## src/rtl/cptp_pkg.sv

```systemverilog
`timescale 1ns / 1ps

package cptp_pkg;

  // card position register width; also the width of the column field
  localparam int POS_W = 7;
  localparam int PUNCH_W = 16;
  localparam int ROW_W = 4;
  localparam int KW_N = 3;
  localparam int OUT_DATA_W = 32;

  // line phase
  typedef enum logic [1:0] {
    PH_START,
    PH_KEYWORD,
    PH_DATA,
    PH_SKIP
  } phase_t;

  // result kinds
  localparam logic [1:0] RK_WORD  = 2'd0;
  localparam logic [1:0] RK_CARD  = 2'd1;
  localparam logic [1:0] RK_ERROR = 2'd2;

  // error codes
  localparam logic [2:0] ERR_NONE        = 3'd0;
  localparam logic [2:0] ERR_STRAY_START = 3'd1;
  localparam logic [2:0] ERR_STRAY_END   = 3'd2;
  localparam logic [2:0] ERR_BAD_PUNCH   = 3'd3;
  localparam logic [2:0] ERR_BAD_CHAR    = 3'd4;
  localparam logic [2:0] ERR_KW_EXPECTED = 3'd5;

  // keyword indexes
  localparam logic [1:0] KW_START = 2'd0;
  localparam logic [1:0] KW_END   = 2'd1;
  localparam logic [1:0] KW_BLANK = 2'd2;

  // character codes
  localparam logic [7:0] CH_NEWLINE = 8'h0A;
  localparam logic [7:0] CH_SPACE   = 8'h20;
  localparam logic [7:0] CH_SEMI    = 8'h3B;
  localparam logic [7:0] CH_HASH    = 8'h23;
  localparam logic [7:0] CH_STAR    = 8'h2A;
  localparam logic [7:0] CH_HYPHEN  = 8'h2D;
  localparam logic [7:0] CH_ZERO    = 8'h30;
  localparam logic [7:0] CH_NINE    = 8'h39;
  localparam logic [7:0] CH_UPPER_A = 8'h41;
  localparam logic [7:0] CH_UPPER_Z = 8'h5A;
  localparam logic [7:0] CH_CASE    = 8'h20;

  // row number to punch mask bit; rows ten and above twelve have none
  function automatic logic [PUNCH_W-1:0] row_bit(input logic [ROW_W-1:0] row);
    logic [PUNCH_W-1:0] m;
    case (row)
      4'd0:    m = 16'h2000;
      4'd1:    m = 16'h1000;
      4'd2:    m = 16'h0800;
      4'd3:    m = 16'h0400;
      4'd4:    m = 16'h0200;
      4'd5:    m = 16'h0100;
      4'd6:    m = 16'h0080;
      4'd7:    m = 16'h0040;
      4'd8:    m = 16'h0020;
      4'd9:    m = 16'h0010;
      4'd11:   m = 16'h4000;
      4'd12:   m = 16'h8000;
      default: m = 16'h0000;
    endcase
    return m;
  endfunction

  // keyword lengths
  function automatic logic [2:0] kw_len(input logic [1:0] k);
    logic [2:0] n;
    case (k)
      KW_START: n = 3'd5;
      KW_END:   n = 3'd3;
      KW_BLANK: n = 3'd5;
      default:  n = 3'd0;
    endcase
    return n;
  endfunction

  // keyword text, lower case
  function automatic logic [7:0] kw_char(input logic [1:0] k, input logic [2:0] p);
    logic [7:0] c;
    case ({k, p})
      {KW_START, 3'd0}: c = 8'h73; // s
      {KW_START, 3'd1}: c = 8'h74; // t
      {KW_START, 3'd2}: c = 8'h61; // a
      {KW_START, 3'd3}: c = 8'h72; // r
      {KW_START, 3'd4}: c = 8'h74; // t
      {KW_END, 3'd0}:   c = 8'h65; // e
      {KW_END, 3'd1}:   c = 8'h6E; // n
      {KW_END, 3'd2}:   c = 8'h64; // d
      {KW_BLANK, 3'd0}: c = 8'h62; // b
      {KW_BLANK, 3'd1}: c = 8'h6C; // l
      {KW_BLANK, 3'd2}: c = 8'h61; // a
      {KW_BLANK, 3'd3}: c = 8'h6E; // n
      {KW_BLANK, 3'd4}: c = 8'h6B; // k
      default:          c = 8'h00;
    endcase
    return c;
  endfunction

endpackage

```

## src/rtl/card_punch_text_parser.sv

```systemverilog
`timescale 1ns / 1ps

// channel  direction  tdata                                     tuser
// in_      input      [7:0] char_code                          [0] kind
// out_     output     [6:0] column, [22:7] punches,             [1:0] result_kind
//                     [25:23] error_code, [31:26] zero
//
// one input word is taken every cycle unless the output register is full and stalled;
// its result, if any, appears in the output register on the next cycle.
// the parser state and the output register are the only storage; a word is
// taken whenever the output register is empty or being drained.
// reset (synchronous, active low) clears all parser state and the output valid flag.
// after an error the block takes input words but gives no result until reset.

module card_punch_text_parser
  import cptp_pkg::*;
#(
  parameter int COLUMNS = 80
) (
  input  logic                  clk,
  input  logic                  rst_n,
  input  logic                  in_tvalid,
  output logic                  in_tready,
  input  logic [7:0]            in_tdata,   // [7:0] char_code
  input  logic [0:0]            in_tuser,   // [0] kind
  output logic                  out_tvalid,
  input  logic                  out_tready,
  output logic [OUT_DATA_W-1:0] out_tdata,  // [6:0] column, [22:7] punches, [25:23] error_code
  output logic [1:0]            out_tuser   // [1:0] result_kind
);

  localparam logic [POS_W-1:0] COL_LAST = POS_W'(COLUMNS);
  localparam logic [POS_W-1:0] POS_END  = POS_W'(COLUMNS + 1);

  // parser state
  logic [POS_W-1:0]   pos_r, pos_nxt;
  phase_t             phase_r, phase_nxt;
  logic [2:0]         prog_r, prog_nxt;
  logic [KW_N-1:0]    cand_r, cand_nxt;
  logic [PUNCH_W-1:0] mask_r, mask_nxt;
  logic [ROW_W-1:0]   row_r, row_nxt;
  logic               digit_r, digit_nxt;
  logic               space_r, space_nxt;
  logic               err_r, err_nxt;

  // output register
  logic                  out_vld_r, out_vld_nxt;
  logic [OUT_DATA_W-1:0] out_data_r, out_data_nxt;
  logic [1:0]            out_user_r, out_user_nxt;

  logic       in_fire;
  logic [7:0] ch;
  logic [7:0] lc;
  logic       is_start;
  logic       in_card;
  logic       is_comment;
  logic       is_digit;

  // values seen by the current word; a new line starts from cleared state
  logic [2:0]         eff_p;
  logic [KW_N-1:0]    eff_cand;
  logic [PUNCH_W-1:0] eff_mask;
  logic [ROW_W-1:0]   eff_row;
  logic               eff_digit;
  logic               eff_space;

  logic [KW_N-1:0]    new_cand;
  logic [KW_N-1:0]    kw_done;
  logic [3:0]         p_plus;
  logic [7:0]         acc_val;
  logic               row_ok;
  logic [PUNCH_W-1:0] mask_or;

  logic               do_kw;
  logic               do_data;
  logic               fin;
  logic               fail_en;
  logic [2:0]         fail_code;
  logic               emit;
  logic [1:0]         res_kind;
  logic [POS_W-1:0]   res_col;
  logic [PUNCH_W-1:0] res_punch;

  assign in_tready = !out_vld_r || out_tready;
  assign in_fire   = in_tvalid && in_tready;
  assign ch        = in_tdata;

  assign out_tvalid = out_vld_r;
  assign out_tdata  = out_data_r;
  assign out_tuser  = out_user_r;

  // character classes
  assign lc = (ch >= CH_UPPER_A && ch <= CH_UPPER_Z) ? (ch + CH_CASE) : ch;
  assign is_comment = (ch == CH_SEMI) || (ch == CH_HASH) || (ch == CH_STAR);
  assign is_digit   = (ch >= CH_ZERO) && (ch <= CH_NINE);
  assign in_card    = (pos_r >= POS_W'(1)) && (pos_r <= COL_LAST);

  assign is_start  = (phase_r == PH_START);
  assign eff_p     = is_start ? 3'd0 : prog_r;
  assign eff_cand  = is_start ? {KW_N{1'b1}} : cand_r;
  assign eff_mask  = is_start ? '0 : mask_r;
  assign eff_row   = is_start ? '0 : row_r;
  assign eff_digit = is_start ? 1'b0 : digit_r;
  assign eff_space = is_start ? 1'b0 : space_r;

  // keyword matching, one lane per keyword
  assign p_plus = {1'b0, eff_p} + 4'd1;
  always_comb begin
    for (int k = 0; k < KW_N; k++) begin
      new_cand[k] = eff_cand[k] && (eff_p < kw_len(2'(k))) && (lc == kw_char(2'(k), eff_p));
      kw_done[k]  = new_cand[k] && (p_plus == {1'b0, kw_len(2'(k))});
    end
  end

  // row number arithmetic
  assign acc_val = {1'b0, eff_row, 3'b000} + {3'b000, eff_row, 1'b0} + {4'b0000, ch[3:0]};
  assign row_ok  = eff_digit && (eff_row <= 4'd12) && (eff_row != 4'd10);
  assign mask_or = eff_mask | row_bit(eff_row);

  // per-word parse step
  always_comb begin
    pos_nxt   = pos_r;
    phase_nxt = phase_r;
    prog_nxt  = prog_r;
    cand_nxt  = cand_r;
    mask_nxt  = mask_r;
    row_nxt   = row_r;
    digit_nxt = digit_r;
    space_nxt = space_r;
    err_nxt   = err_r;
    do_kw     = 1'b0;
    do_data   = 1'b0;
    fin       = 1'b0;
    fail_en   = 1'b0;
    fail_code = ERR_NONE;
    emit      = 1'b0;
    res_kind  = RK_WORD;
    res_col   = '0;
    res_punch = '0;

    if (in_fire && !err_r) begin
      if (in_tuser[0] || ch == CH_NEWLINE) begin
        // line end
        phase_nxt = PH_START;
        if (phase_r == PH_KEYWORD) begin
          fail_en   = 1'b1;
          fail_code = in_card ? ERR_BAD_CHAR : ERR_KW_EXPECTED;
        end else if (phase_r == PH_DATA) begin
          fin = 1'b1;
        end
      end else begin
        case (phase_r)
          PH_START: begin
            if (ch <= CH_SPACE) begin
              phase_nxt = PH_START;
            end else if (is_comment) begin
              phase_nxt = PH_SKIP;
            end else begin
              phase_nxt = PH_KEYWORD;
              mask_nxt  = '0;
              row_nxt   = '0;
              digit_nxt = 1'b0;
              space_nxt = 1'b0;
              do_kw     = 1'b1;
            end
          end
          PH_KEYWORD: do_kw = 1'b1;
          PH_DATA:    do_data = 1'b1;
          default:    phase_nxt = phase_r;
        endcase

        // keyword step and action
        if (do_kw) begin
          cand_nxt = new_cand;
          prog_nxt = p_plus[2:0];
          if (kw_done[KW_START]) begin
            phase_nxt = PH_SKIP;
            if (pos_r == '0) begin
              pos_nxt = POS_W'(1);
            end else begin
              fail_en   = 1'b1;
              fail_code = ERR_STRAY_START;
            end
          end else if (kw_done[KW_END]) begin
            phase_nxt = PH_SKIP;
            if (pos_r == POS_END) begin
              pos_nxt  = '0;
              emit     = 1'b1;
              res_kind = RK_CARD;
            end else begin
              fail_en   = 1'b1;
              fail_code = ERR_STRAY_END;
            end
          end else if (kw_done[KW_BLANK]) begin
            phase_nxt = PH_SKIP;
            if (in_card) begin
              pos_nxt  = pos_r + POS_W'(1);
              emit     = 1'b1;
              res_kind = RK_WORD;
              res_col  = pos_r;
            end else begin
              fail_en   = 1'b1;
              fail_code = ERR_KW_EXPECTED;
            end
          end else if (new_cand != '0) begin
            phase_nxt = PH_KEYWORD;
          end else if (eff_p == 3'd0 && in_card) begin
            phase_nxt = PH_DATA;
            do_data   = 1'b1;
          end else begin
            fail_en   = 1'b1;
            fail_code = in_card ? ERR_BAD_CHAR : ERR_KW_EXPECTED;
          end
        end

        // data character
        if (do_data) begin
          if (is_digit) begin
            if (eff_space) begin
              fail_en   = 1'b1;
              fail_code = ERR_BAD_CHAR;
            end else begin
              row_nxt   = (acc_val > 8'd15) ? 4'd15 : acc_val[ROW_W-1:0];
              digit_nxt = 1'b1;
            end
          end else if (ch == CH_HYPHEN) begin
            if (eff_space) begin
              fail_en   = 1'b1;
              fail_code = ERR_BAD_CHAR;
            end else if (!row_ok) begin
              fail_en   = 1'b1;
              fail_code = ERR_BAD_PUNCH;
            end else begin
              mask_nxt  = mask_or;
              row_nxt   = '0;
              digit_nxt = 1'b0;
            end
          end else if (ch <= CH_SPACE) begin
            space_nxt = 1'b1;
          end else if (is_comment) begin
            phase_nxt = PH_SKIP;
            fin       = 1'b1;
          end else begin
            fail_en   = 1'b1;
            fail_code = ERR_BAD_CHAR;
          end
        end
      end

      // close a data line into a column word
      if (fin) begin
        if (!row_ok) begin
          fail_en   = 1'b1;
          fail_code = ERR_BAD_PUNCH;
        end else begin
          mask_nxt  = mask_or;
          pos_nxt   = pos_r + POS_W'(1);
          emit      = 1'b1;
          res_kind  = RK_WORD;
          res_col   = pos_r;
          res_punch = mask_or;
        end
      end

      // first error wins and silences the block
      if (fail_en) begin
        err_nxt   = 1'b1;
        emit      = 1'b1;
        res_kind  = RK_ERROR;
        res_col   = '0;
        res_punch = '0;
      end
    end
  end

  // output register load
  always_comb begin
    out_vld_nxt  = out_vld_r;
    out_data_nxt = out_data_r;
    out_user_nxt = out_user_r;
    if (in_tready) begin
      out_vld_nxt  = in_fire && emit;
      out_data_nxt = {{(OUT_DATA_W - POS_W - PUNCH_W - 3){1'b0}},
                      (fail_en ? fail_code : ERR_NONE), res_punch, res_col};
      out_user_nxt = res_kind;
    end
  end

  // state registers
  always_ff @(posedge clk) begin
    if (!rst_n) begin
      pos_r     <= '0;
      phase_r   <= PH_START;
      prog_r    <= '0;
      cand_r    <= {KW_N{1'b1}};
      mask_r    <= '0;
      row_r     <= '0;
      digit_r   <= 1'b0;
      space_r   <= 1'b0;
      err_r     <= 1'b0;
      out_vld_r <= 1'b0;
    end else begin
      pos_r     <= pos_nxt;
      phase_r   <= phase_nxt;
      prog_r    <= prog_nxt;
      cand_r    <= cand_nxt;
      mask_r    <= mask_nxt;
      row_r     <= row_nxt;
      digit_r   <= digit_nxt;
      space_r   <= space_nxt;
      err_r     <= err_nxt;
      out_vld_r <= out_vld_nxt;
    end
  end

  // output payload
  always_ff @(posedge clk) begin
    out_data_r <= out_data_nxt;
    out_user_r <= out_user_nxt;
  end

endmodule

```

## config.mk

```make
export PLATFORM = sky130hd
export DESIGN_NAME = card_punch_text_parser
export DESIGN_NICKNAME = d
export VERILOG_FILES = /design/src/rtl/cptp_pkg.sv /design/src/rtl/card_punch_text_parser.sv
export SDC_FILE = /design/constraint.sdc
export NUM_CORES = 1
export LEC_CHECK = 0
export BUFFER_PORTS_ARGS = -buffer_cell sky130_fd_sc_hd__buf_4
export CORE_MARGIN = 2
export CORE_UTILIZATION = 33
export CTS_CLUSTER_DIAMETER = 30
export DETAILED_ROUTE_END_ITERATION = 10
export HOLD_SLACK_MARGIN = 0.06
export SETUP_SLACK_MARGIN = 0.02
export SLEW_MARGIN = 5
export SYNTH_ARGS = -nofsm -noshare
export SYNTH_HDL_FRONTEND = slang
export SYNTH_SLANG_ARGS = --single-unit
```

## constraint.sdc

```tcl
create_clock -name clk -period 7.8 [get_ports clk]
set_input_delay 0.39 -clock clk [delete_from_list [all_inputs] [get_ports clk]]
set_output_delay 0.39 -clock clk [all_outputs]
set_load 0.1 [all_outputs]
```

==> metrics <==
status=complete, no violations; die height=120 um; Worst Path Max Fanout=14; vias in the first global route=3,584; maximum vdd drop=0.100 mV; xor/xnor share of the synthesized area=0.0199; Layout Utilization=0.387; dpl ws=3.69 ns; antenna violations before repair=0; worst r2r src=phase_r[1]; max_cap viols=0; Leakage=2.03 nW; critical setup path kind=flop to flop; WP data arrival=4.25 ns; Adder-Cell Fraction of Synth Area=0.0630; Fmax=240 MHz; Syn Inst Count=between 500 and 600; simple logic cell fraction of the synthesized area=0.269; HP Class=input port to flop; RePlAce Congestion=0.927; Sink Count=67; DR pass1 iterations=5; Final Skew=0.00540 ns; Final Power=953 uW; Final ANT Viol Nets=0; reg2reg end=out_tdata[23]; worst hold start=rst_n; HPWL after DPL=8140 um; combinational family with the most area after synthesis=simple AND/OR/NAND/NOR gates; Critical Path Max Stage Delay=0.54 ns; Root Driver=clkbuf_16; Setup Viol. Count Final=0; GRT Total Usage=0.158; Final Max Tran Viols=0; number of buffer and inverter stages on the critical path=1; area grow syn2layout=15.3%; first-pass GRT wire length=~18,000 um; CP endpoint kind=flop; postcts setup bufs=0; routed vias=3,872; pin count of the biggest net entering global routing=34; Clock Latency Late Sink=0.33 ns; # diodes=0; EDFF count, synth=28; drt initial violations=~270; GRT overflow=0; CP max-delay cell=or4_1; Compound-Gate Fraction of Synth Area=0.200; Nets=about 570; Synth cell types=78; dpl cell area=0.00481 sq mm; TritonCTS buffer count=9; full die area=0.0143 sq mm; drt via density=5.39; post-synthesis mux area share=0.0258; RSZ-0062 raised after global routing=no; CTS Hold Bufs=0; CTS max path bufs=2; R2R Setup Slk=3.63 ns; Avg Synthesized Cell Area=8.66 sq um; Synth async-reset ratio=0; share of cells above drive strength 1=0.162; CP top delay family=compound AO/OA/AOI/OAI gates; die width=120 um; # IOs=slightly below 50; Req. time, crit path=7.88 ns; synth warn=0; wire length per cell=about 15 um; Port Buf Inserts=42; post-route setup slack=3.63 ns; CTS tree=done; Initial Util=0.336; Slew HR=0.416; DRC=0; WHS Endpoint=cand_r[0]; post-route cell area=roughly 0.005 sq mm; post-CTS sizing=0; Min Clock Period, post-route=4.17 ns; Clock transition at path regs=about 0.060 ns; top_reg_cell synth=dfxtp_1; synthesized cell area=0.00441 sq mm; CTS H-tree depth=3; Post-Route WL=11,000 um; Final Cycle Share=0.535; Startpoint Class=flop; # rows=42; power per cell area=~190 mW/mm^2; sequential area share after synthesis=0.368; crit path cell chain=or2_2 -> and2_1 -> inv_1 -> ha_1 -> o31a_1 -> or4_1 -> a311o_1 -> a21boi_4 -> a32o_1 -> o21a_1 -> nor2_4 -> and4b_1; number of synthesized register bits=67; setup TNS=0 ns; Cells on Worst Hold Path=2; core footprint=0.0131 sq mm; worst-margin pin slew=between 0.8 and 0.9 ns; endpoints failing hold=0; R2R cell count=12
## cell usage in the layout, fill, tap and decap left out, types with 8 or more instances in the layout
master     synthesis  final
a211oi_1           9      9
a21oi_1           28     28
and2_1            22     22
and3_1             8      8
buf_4              7     43
clkbuf_16          0      9
dfxtp_1           39     39
edfxtp_1          28     28
ha_1              19     19
inv_1             21     21
mux2i_1            8      8
nand2_1           43     43
nand3_1           14     14
nor2_1            70     70
nor2b_1            9      9
nor3_1            12     12
o21ai_0           12     12
or2_2              8      8
## worst max-delay path by stage
| stage | from | end | slack (ns) | cells past startpoint |
|---|---|---|---|---|
| final | phase_r[1] | out_tdata[23] | 3.63 | 12 |
| after CTS | phase_r[1] | pos_r[5] | 3.66 | 13 |
| after global routing | phase_r[0] | pos_r[5] | 3.37 | 13 |
| after floorplan | phase_r[0] | out_tdata[23] | 3.86 | 14 |
| after detailed placement | phase_r[1] | pos_r[5] | 3.69 | 13 |
| after global placement | phase_r[0] | out_tdata[23] | 3.83 | 12 |
## per-stage QoR
stage	hold WS, ns	cells
after floorplan	0.421	514
after global placement	0.434	702
after detailed placement	0.437	702
after CTS	0.321	718
after global routing	0.345	718
final	0.336	718
## cells by family after synthesis
| group | after synthesis |
|---|---|
| adder cells (fa/ha/maj) | 21 |
| other | 1 |
| AND/OR/NAND/NOR | 229 |
| AO/OA/AOI/OAI | 118 |
| buffers and inverters | 52 |
| XOR/XNOR | 10 |
| flip-flops | 67 |
| multiplexers | 11 |
## Yosys cell counts, types with 7 or more instances
cell type,instances,share of area
o21ai_0,12,0.014
a31oi_1,7,0.0099
clkbuf_1,16,0.014
nor4_1,7,0.0099
buf_4,7,0.012
inv_1,21,0.018
mux2i_1,8,0.018
and3_1,8,0.011
edfxtp_1,28,0.19
nand3_1,14,0.016
xnor2_1,7,0.014
nor2_1,70,0.060
nand2_1,43,0.037
nor2b_1,9,0.013
nor3_1,12,0.014
a211oi_1,9,0.015
a21oi_1,28,0.032
and2_1,22,0.031
dfxtp_1,39,0.18
ha_1,19,0.054
or2_2,8,0.011
## layer usage
metal	up-vias	wire length, um	global-route usage
met5	-	0	0
li1	1892	-	-
met2	139	4760	0.235
met1	1829	5430	0.232
met3	12	656	0.0271
met4	0	184	0.0537
## worst register-to-register path, cell delays in order (launching register included)
cell and delay (ns):
dfxtp_1 0.51, or2_2 0.29, and2_1 0.23, inv_1 0.10
ha_1 0.38, o31a_1 0.39, or4_1 0.54, a311o_1 0.40
a21boi_4 0.19, a32o_1 0.30, o21a_1 0.23, nor2_4 0.15
and4b_1 0.20
## final cells by class
cell class                      count  area (sq um)
Timing Repair Buffer               43           323
Fill cell                        1332          8060
Multi-Input combinational cell    395          2570
Clock buffer                       10           229
Inverter                           21          78.8
Sequential cell                    67          1620
Clock inverter                      6          40.0
Tap cell                          176           220
## state kept, by name, indices dropped and copies added (netlist names)
name and count:
out_tdata 26, mask_r 16, pos_r 7, row_r 4
cand_r 3, prog_r 3, out_tuser 2, phase_r 2
digit_r 1, err_r 1, out_tvalid 1, space_r 1
## power by group
part | leakage [nW] | switching (mW) | internal, mW
Clock | 0.129 | 0.148 | 0.215
Sequential | 0.651 | 0.00857 | 0.379
Combinational | 1.24 | 0.154 | 0.0485
No activity file was read; power rests on OpenSTA's default activity.
